### config.mk
export PLATFORM = sky130hd
export DESIGN_NAME = byte_stuff_framer_crc8_flat
export DESIGN_NICKNAME = d
export VERILOG_FILES = /design/src/sv/bsf_pkg.sv /design/src/sv/bsf_in_if.sv /design/src/sv/bsf_out_if.sv /design/src/sv/bsf_in_stage.sv /design/src/sv/bsf_emit.sv /design/src/sv/byte_stuff_framer_crc8.sv /design/src/flat_wrapper.sv
export SDC_FILE = /design/constraint.sdc
export NUM_CORES = 1
export LEC_CHECK = 0
export BUFFER_PORTS_ARGS = -buffer_cell sky130_fd_sc_hd__buf_2
export CAP_MARGIN = 20
export CORE_MARGIN = 8
export CORE_UTILIZATION = 60
export CTS_CLUSTER_SIZE = 8
export DETAILED_ROUTE_END_ITERATION = 7
export HOLD_SLACK_MARGIN = 0.08
export PLACE_DENSITY_LB_ADDON = 0.12
export SYNTH_ARGS = -nofsm -noshare
export SYNTH_HDL_FRONTEND = slang
export SYNTH_SLANG_ARGS = --single-unit
export TNS_END_PERCENT = 100
### constraint.sdc
create_clock -name clk -period 8.4 [get_ports clk]
set_input_delay 1.26 -clock clk [delete_from_list [all_inputs] [get_ports clk]]
set_output_delay 1.26 -clock clk [all_outputs]
set_load 0.005 [all_outputs]
### src/sv/bsf_pkg.sv
// shared types, constants and crc function of the byte stuffing framer
`default_nettype none
package bsf_pkg;

	localparam logic [7:0] FLAG_BYTE        = 8'h24;
	localparam logic [7:0] ESC_BYTE         = 8'h2F;
	localparam logic [7:0] CRC_POLY_RESET   = 8'h07;
	localparam int         SEQ_BITS_DEFAULT = 8;
	localparam int         NUM_SLOTS        = 5;

	// output slots of one item, in the order they go out
	typedef enum logic [2:0] {
		SLOT_OPEN,
		SLOT_ESC,
		SLOT_DATA,
		SLOT_CLOSE,
		SLOT_TRAIL
	} slot_t;

	typedef struct packed {
		logic [7:0] data_byte;
		logic       frame_end;
		logic [7:0] seq_num;
	} item_t;

	// msb first, no reflection, no final xor
	function automatic logic [7:0] crc8_update(input logic [7:0] crc, input logic [7:0] b,
			input logic [7:0] poly);
		logic [7:0] c;
		c = crc ^ b;
		for (int i = 0; i < 8; i++) begin
			c = c[7] ? ((c << 1) ^ poly) : (c << 1);
		end
		return c;
	endfunction

endpackage
`default_nettype wire

### src/sv/bsf_in_if.sv
// input channel: raw payload bytes with last mark and sequence number
`default_nettype none
interface bsf_in_if;
	logic       valid;
	logic       ready;
	logic [7:0] data_byte;
	logic       frame_end;
	logic [7:0] seq_num;

	modport source (output valid, output data_byte, output frame_end, output seq_num,
		input ready);
	modport sink (input valid, input data_byte, input frame_end, input seq_num,
		output ready);
endinterface
`default_nettype wire

### src/sv/bsf_out_if.sv
// output channel: stuffed frame bytes and crc trailer
`default_nettype none
interface bsf_out_if;
	logic       valid;
	logic       ready;
	logic [7:0] out_byte;
	logic       is_trailer;
	logic [7:0] out_seq;
	logic       run_last;

	modport source (output valid, output out_byte, output is_trailer, output out_seq,
		output run_last, input ready);
	modport sink (input valid, input out_byte, input is_trailer, input out_seq,
		input run_last, output ready);
endinterface
`default_nettype wire

### src/sv/bsf_in_stage.sv
// input register holding the item being expanded
`default_nettype none
module bsf_in_stage (
	input  wire logic          clk,
	input  wire logic          arst_n,
	bsf_in_if.sink             in_ch,
	input  wire logic          item_done,
	output bsf_pkg::item_t     item,
	output logic               item_valid
);

	logic           v_s1;
	bsf_pkg::item_t item_s1;
	logic           take;

	// free slot, or the held item leaves this cycle
	assign in_ch.ready = !v_s1 || item_done;
	assign take        = in_ch.valid && in_ch.ready;

	always_ff @(posedge clk or negedge arst_n) begin
		if (!arst_n) begin
			v_s1 <= 1'b0;
		end else if (take) begin
			v_s1 <= 1'b1;
		end else if (item_done) begin
			v_s1 <= 1'b0;
		end
	end

	always_ff @(posedge clk) begin
		if (take) begin
			item_s1.data_byte <= in_ch.data_byte;
			item_s1.frame_end <= in_ch.frame_end;
			item_s1.seq_num   <= in_ch.seq_num;
		end
	end

	assign item       = item_s1;
	assign item_valid = v_s1;

endmodule
`default_nettype wire

### src/sv/bsf_emit.sv
// slot sequencer, crc accumulator and output register
`default_nettype none
module bsf_emit #(
	parameter int SEQ_BITS = bsf_pkg::SEQ_BITS_DEFAULT
) (
	input  wire logic          clk,
	input  wire logic          arst_n,
	input  wire logic [7:0]    crc_poly,
	input  wire bsf_pkg::item_t item,
	input  wire logic          item_valid,
	output logic               item_done,
	bsf_out_if.source          out_ch
);

	localparam int SeqW = (SEQ_BITS < 8) ? SEQ_BITS : 8;
	localparam int NS   = bsf_pkg::NUM_SLOTS;

	logic            in_frame_q;
	logic [7:0]      crc_q;
	logic [SeqW-1:0] frame_seq_q;
	logic [NS-1:0]   done_q;

	logic [NS-1:0]   need;
	logic [NS-1:0]   pending;
	logic [NS-1:0]   cur_bit;
	bsf_pkg::slot_t  cur;
	logic            is_last;
	logic            special;
	logic            fire;
	logic            out_free;
	logic [7:0]      byte_nx;
	logic [SeqW-1:0] seq_nx;
	logic [7:0]      crc_base;

	logic            out_v_q;
	logic [7:0]      out_byte_q;
	logic            is_trailer_q;
	logic [7:0]      out_seq_q;
	logic            run_last_q;

	assign special = (item.data_byte == bsf_pkg::FLAG_BYTE) ||
		(item.data_byte == bsf_pkg::ESC_BYTE);

	always_comb begin
		need                       = '0;
		need[bsf_pkg::SLOT_OPEN]   = !in_frame_q;
		need[bsf_pkg::SLOT_ESC]    = special;
		need[bsf_pkg::SLOT_DATA]   = 1'b1;
		need[bsf_pkg::SLOT_CLOSE]  = item.frame_end;
		need[bsf_pkg::SLOT_TRAIL]  = item.frame_end;
	end

	assign pending = need & ~done_q;

	// lowest pending slot goes out first
	always_comb begin
		cur = bsf_pkg::SLOT_TRAIL;
		for (int i = NS - 1; i >= 0; i--) begin
			if (pending[i]) begin
				cur = bsf_pkg::slot_t'(3'(i));
			end
		end
	end

	assign cur_bit = NS'(1) << cur;
	assign is_last = (pending & ~cur_bit) == '0;

	assign out_free  = !out_v_q || out_ch.ready;
	assign fire      = item_valid && out_free;
	assign item_done = fire && is_last;

	always_comb begin
		seq_nx   = frame_seq_q;
		crc_base = crc_q;
		case (cur)
			bsf_pkg::SLOT_OPEN: begin
				byte_nx  = bsf_pkg::FLAG_BYTE;
				seq_nx   = item.seq_num[SeqW-1:0];
				crc_base = 8'h00;
			end
			bsf_pkg::SLOT_ESC:   byte_nx = bsf_pkg::ESC_BYTE;
			bsf_pkg::SLOT_DATA:  byte_nx = item.data_byte;
			bsf_pkg::SLOT_CLOSE: byte_nx = bsf_pkg::FLAG_BYTE;
			bsf_pkg::SLOT_TRAIL: byte_nx = crc_q;
			default:             byte_nx = item.data_byte;
		endcase
	end

	always_ff @(posedge clk or negedge arst_n) begin
		if (!arst_n) begin
			in_frame_q  <= 1'b0;
			crc_q       <= 8'h00;
			frame_seq_q <= '0;
			done_q      <= '0;
			out_v_q     <= 1'b0;
		end else begin
			if (fire) begin
				done_q      <= is_last ? '0 : (done_q | cur_bit);
				frame_seq_q <= seq_nx;
				if (cur == bsf_pkg::SLOT_OPEN) begin
					in_frame_q <= 1'b1;
				end
				if (cur == bsf_pkg::SLOT_TRAIL) begin
					in_frame_q <= 1'b0;
				end else begin
					crc_q <= bsf_pkg::crc8_update(crc_base, byte_nx, crc_poly);
				end
				out_v_q <= 1'b1;
			end else if (out_ch.ready) begin
				out_v_q <= 1'b0;
			end
		end
	end

	always_ff @(posedge clk) begin
		if (fire) begin
			out_byte_q   <= byte_nx;
			is_trailer_q <= (cur == bsf_pkg::SLOT_TRAIL);
			out_seq_q    <= 8'(seq_nx);
			run_last_q   <= is_last;
		end
	end

	assign out_ch.valid      = out_v_q;
	assign out_ch.out_byte   = out_byte_q;
	assign out_ch.is_trailer = is_trailer_q;
	assign out_ch.out_seq    = out_seq_q;
	assign out_ch.run_last   = run_last_q;

endmodule
`default_nettype wire

### src/sv/byte_stuff_framer_crc8.sv
// top level of the byte stuffing framer with crc-8 trailer
// usage:
//   in_ch carries one payload byte per transfer with frame_end on the last
//   byte and seq_num, which is sampled on the first byte of each frame.
//   out_ch gives the stuffed frame: opening '$', '/' escapes in front of
//   '$' and '/', the data, closing '$', then the crc byte with is_trailer
//   set. run_last marks the last output byte caused by one input transfer.
//   cfg_we/cfg_wdata write the crc polynomial; write it only while idle.
// timing:
//   an accepted byte sits in the input register until the sequencer has
//   sent each of the 1 to 5 output bytes it causes into the output
//   register, which takes one byte per cycle while out_ch.ready is high;
//   plain mid-frame bytes then go through at one per cycle.
// reset:
//   no frame open, crc cleared, polynomial back to 0x07.
// stall:
//   with out_ch.ready low the output register holds, the sequencer waits
//   and in_ch.ready drops once the input register is occupied.
`default_nettype none
module byte_stuff_framer_crc8 #(
	parameter int SEQ_BITS = bsf_pkg::SEQ_BITS_DEFAULT
) (
	input  wire logic       clk,
	input  wire logic       arst_n,
	input  wire logic       cfg_we,
	input  wire logic [7:0] cfg_wdata,
	bsf_in_if.sink          in_ch,
	bsf_out_if.source       out_ch
);

	logic [7:0]     crc_poly_q;
	bsf_pkg::item_t item;
	logic           item_valid;
	logic           item_done;

	always_ff @(posedge clk or negedge arst_n) begin
		if (!arst_n) begin
			crc_poly_q <= bsf_pkg::CRC_POLY_RESET;
		end else if (cfg_we) begin
			crc_poly_q <= cfg_wdata;
		end
	end

	bsf_in_stage u_in_stage (
		.clk        (clk),
		.arst_n     (arst_n),
		.in_ch      (in_ch),
		.item_done  (item_done),
		.item       (item),
		.item_valid (item_valid)
	);

	bsf_emit #(
		.SEQ_BITS (SEQ_BITS)
	) u_emit (
		.clk        (clk),
		.arst_n     (arst_n),
		.crc_poly   (crc_poly_q),
		.item       (item),
		.item_valid (item_valid),
		.item_done  (item_done),
		.out_ch     (out_ch)
	);

endmodule
`default_nettype wire
### src/flat_wrapper.sv
// flat-port wrapper written by rule: the top's interface ports become plain ports
module byte_stuff_framer_crc8_flat 
#(
	parameter int SEQ_BITS = bsf_pkg::SEQ_BITS_DEFAULT
)
  (clk, arst_n, cfg_we, cfg_wdata, in_ch_valid, in_ch_data_byte, in_ch_frame_end, in_ch_seq_num, in_ch_ready, out_ch_valid, out_ch_out_byte, out_ch_is_trailer, out_ch_out_seq, out_ch_run_last, out_ch_ready);
  bsf_in_if in_ch_i ();
  bsf_out_if out_ch_i ();
  input  wire logic clk;
  input  wire logic arst_n;
  input  wire logic cfg_we;
  input  wire logic [7:0] cfg_wdata;
  input wire logic [$bits(in_ch_i.valid)-1:0] in_ch_valid;
  input wire logic [$bits(in_ch_i.data_byte)-1:0] in_ch_data_byte;
  input wire logic [$bits(in_ch_i.frame_end)-1:0] in_ch_frame_end;
  input wire logic [$bits(in_ch_i.seq_num)-1:0] in_ch_seq_num;
  output wire logic [$bits(in_ch_i.ready)-1:0] in_ch_ready;
  output wire logic [$bits(out_ch_i.valid)-1:0] out_ch_valid;
  output wire logic [$bits(out_ch_i.out_byte)-1:0] out_ch_out_byte;
  output wire logic [$bits(out_ch_i.is_trailer)-1:0] out_ch_is_trailer;
  output wire logic [$bits(out_ch_i.out_seq)-1:0] out_ch_out_seq;
  output wire logic [$bits(out_ch_i.run_last)-1:0] out_ch_run_last;
  input wire logic [$bits(out_ch_i.ready)-1:0] out_ch_ready;
  assign in_ch_i.valid = in_ch_valid;
  assign in_ch_i.data_byte = in_ch_data_byte;
  assign in_ch_i.frame_end = in_ch_frame_end;
  assign in_ch_i.seq_num = in_ch_seq_num;
  assign in_ch_ready = in_ch_i.ready;
  assign out_ch_valid = out_ch_i.valid;
  assign out_ch_out_byte = out_ch_i.out_byte;
  assign out_ch_is_trailer = out_ch_i.is_trailer;
  assign out_ch_out_seq = out_ch_i.out_seq;
  assign out_ch_run_last = out_ch_i.run_last;
  assign out_ch_i.ready = out_ch_ready;
  byte_stuff_framer_crc8 #(.SEQ_BITS(SEQ_BITS)) u_core (.clk(clk), .arst_n(arst_n), .cfg_we(cfg_we), .cfg_wdata(cfg_wdata), .in_ch(in_ch_i), .out_ch(out_ch_i));
endmodule
==> results.txt <==
outcome = finished clean
final setup TNS = 0 ns
Mapped Avg Cell Area = 9.29 µm²
Hold Path Class = reg2reg
Post-CTS Resized = 0
element type at the critical path end = register
Register-to-Register Path Depth = 14
setup violators final = 0
post-route ant nets = 0
Slew @ Worst Pin = 0.938 ns
vias in the first global route = 3818
ranking of synthesized cells by area = edfxtp_1 23%, dfrtp_1 16%, nand2_1 7.3%
worst hold path stage count = 1
WL final = 11400 µm
routed vias/inst = 6.21
CP required = 8.58 ns
DRC viols = 0
fin crit period = 5.86 ns
dpl hpwl = 8240 µm
Skew-Pair Late Insertion Delay = 0.35 ns
Die Width = 104 µm
area added between synthesis and finish = 10.1%
area leader, netlist = edfxtp_1
synthesized net count = 529
maxcap violations = 0
Initial Utilization = 61.0%
Post-synth ARST share = 47.8%
WHS = 0.497 ns
height of the die = 104 µm
cts hold-fix bufs = 0
crit path kind = reg2reg
core region area = 7610 µm²
commonest cells after routing, fill and taps aside = 90 x nand2_1, 50 x nor2_1, 49 x buf_2, 35 x edfxtp_1, 29 x dfrtp_1
global-route congestion overflow total = 0
Post-CTS Setup Repair Bufs = 0
final net count = 559
total number of vias = 3952
Syn Std Cell Area = 4640 µm²
arrival time of the worst setup path = 6.04 ns
CP Buf/Inv Count = 0
fin util = 67.1%
Initial DRC Count = 329
number of flops mapped to enable cells by yosys = 35
CP startpoint kind = register
Synth cell types = 80
first-pass GRT wire length = 18900 µm
CTS clock-pin slew for the worst setup and hold paths = 0.08 ns
I/O pin count = 50
Crit Path Max Fanout = 27
FMAX = 171 MHz
total CTS buffers = 9
CP max stage delay = 0.75 ns
Worst path depth = 14
Top FF cell, synth = edfxtp_1
largest net degree at the start of global routing = 44
Worst path slowest cell = or2_1
unrepaired setup endpoints after global routing = false
n_diodes = 0
Slew Limit Fails = 0
worst path cell trace = or2_1 -> o21ai_1 -> a21oi_2 -> mux2i_1 -> o221ai_4 -> xor2_2 -> xnor3_1 -> o221ai_4 -> xor2_1 -> nor3b_1 -> nor3_2 -> xor2_1 -> a21o_1 -> a31oi_1
initial antenna violation count = 0
clock skew = 0.0131 ns
clk sinks = 67
most common cell after layout, fill and taps aside = nand2_1
Total GRT Usage = 21.5%
GP Congestion = 0.900
Fin. Hold Viols = 0
CTS root buf = clkbuf_8
fraction of layout instances using a drive strength above 1 = 18.2%
I/O Buffers = 49
TritonCTS clock tree = yes
Clock Path Buffers = 2
Max-Slew Margin vs Limit = 37.4%
DIE AREA = 10800 µm²
first-pass iteration count of the detailed router = 5
delay-heaviest family, CP = XOR/XNOR gates
register bit total from synthesis = 67
register area share after synthesis = 40.0%
synthesis warning total = 0
synthesized instance count = 499
drt wl/cell = 18.0 µm
CTS HTree Levels = 3
Final Cycle Share = 69.7%
Cell Rows = 32
share of the synthesized area in the top cell type = 22.7%
[final timing paths]
kind | from | to | slack, ns
max | u_core.u_emit.in_frame_q | u_core.u_emit.crc_q[7] | 2.54
min | u_core.u_in_stage.item_valid | u_core.u_emit.out_ch.valid | 0.50
max reg2reg | u_core.u_emit.in_frame_q | u_core.u_emit.crc_q[7] | 2.54
min reg2reg | u_core.u_in_stage.item_valid | u_core.u_emit.out_ch.valid | 0.50
max in group asynchronous | arst_n | u_core.u_emit.done_q[4] | 6.94
min in group asynchronous | arst_n | u_core.crc_poly_q[6] | 0.96
[cells in the mapped netlist (3+ instances only)]
master and instances:
buf_2 4, and2_1 3, mux2i_1 6, a21oi_1 17, nand4_1 7, mux2_2 4
inv_1 9, o211ai_1 13, o21a_1 7, dfstp_2 3, o22a_1 3, nor2b_1 8
xnor2_1 26, xnor3_1 7, dfrtp_1 29, buf_1 4, a21o_1 5, a221oi_1 3
nor3_1 5, nor2_1 50, clkbuf_1 21, nand3_1 9, xor2_1 7, nand2_1 90
a22o_1 3, a31oi_1 20, o21ai_1 3, nand2b_1 5, edfxtp_1 35, o311ai_0 3
o21ai_0 22
[registers in the layout (all words and copies together) (netlist names), 5 cells and up]
signal                         count
u_core.u_in_stage.item            17
u_core.crc_poly_q                  8
u_core.u_emit.crc_q                8
u_core.u_emit.frame_seq_q          8
u_core.u_emit.out_ch.out_byte      8
u_core.u_emit.out_ch.out_seq       8
u_core.u_emit.done_q               5
[layer usage]
metal	track usage (%)	part of all wire, %
met1	26.3	42
met2	34.6	48
met3	4.58	8.2
met4	11.5	2.3
met5	0	0
[through the flow]
step / area (µm²) / setup slack [ns] / instances
floorplan: 4640 / 3.97 / 499
global placement: 4880 / 2.85 / 620
CTS: 5110 / 2.63 / 636
global route: 5110 / 2.07 / 636
finish: 5110 / 2.54 / 636
detailed placement: 4880 / 2.65 / 620
[worst register-to-register path, cell delays in order (launching register included)]
cell	delay, ns
dfrtp_1	0.40
or2_1	0.75
o21ai_1	0.27
a21oi_2	0.64
mux2i_1	0.40
o221ai_4	0.18
xor2_2	0.25
xnor3_1	0.49
o221ai_4	0.34
xor2_1	0.61
nor3b_1	0.13
nor3_2	0.29
xor2_1	0.65
a21o_1	0.22
a31oi_1	0.09
[kinds of logic after synthesis]
kind of cell,synth area share (%)
AO/OA/AOI/OAI,22.1
XOR/XNOR,11.8
buffers and inverters,3.99
flip-flops,40.0
multiplexers,2.27
AND/OR/NAND/NOR,19.9
[area by class of cell]
cell class	instances	area [µm²]
Clock buffer	9	124
Clock inverter	7	101
Fill cell	644	2500
Inverter	9	33.8
Multi-Input combinational cell	390	2600
Sequential cell	67	1860
Tap cell	102	128
Timing Repair Buffer	52	268
Power is left out: the tool's default activity adds up to more than one toggle a clock period on the data nets, which glitch-free logic cannot reach.
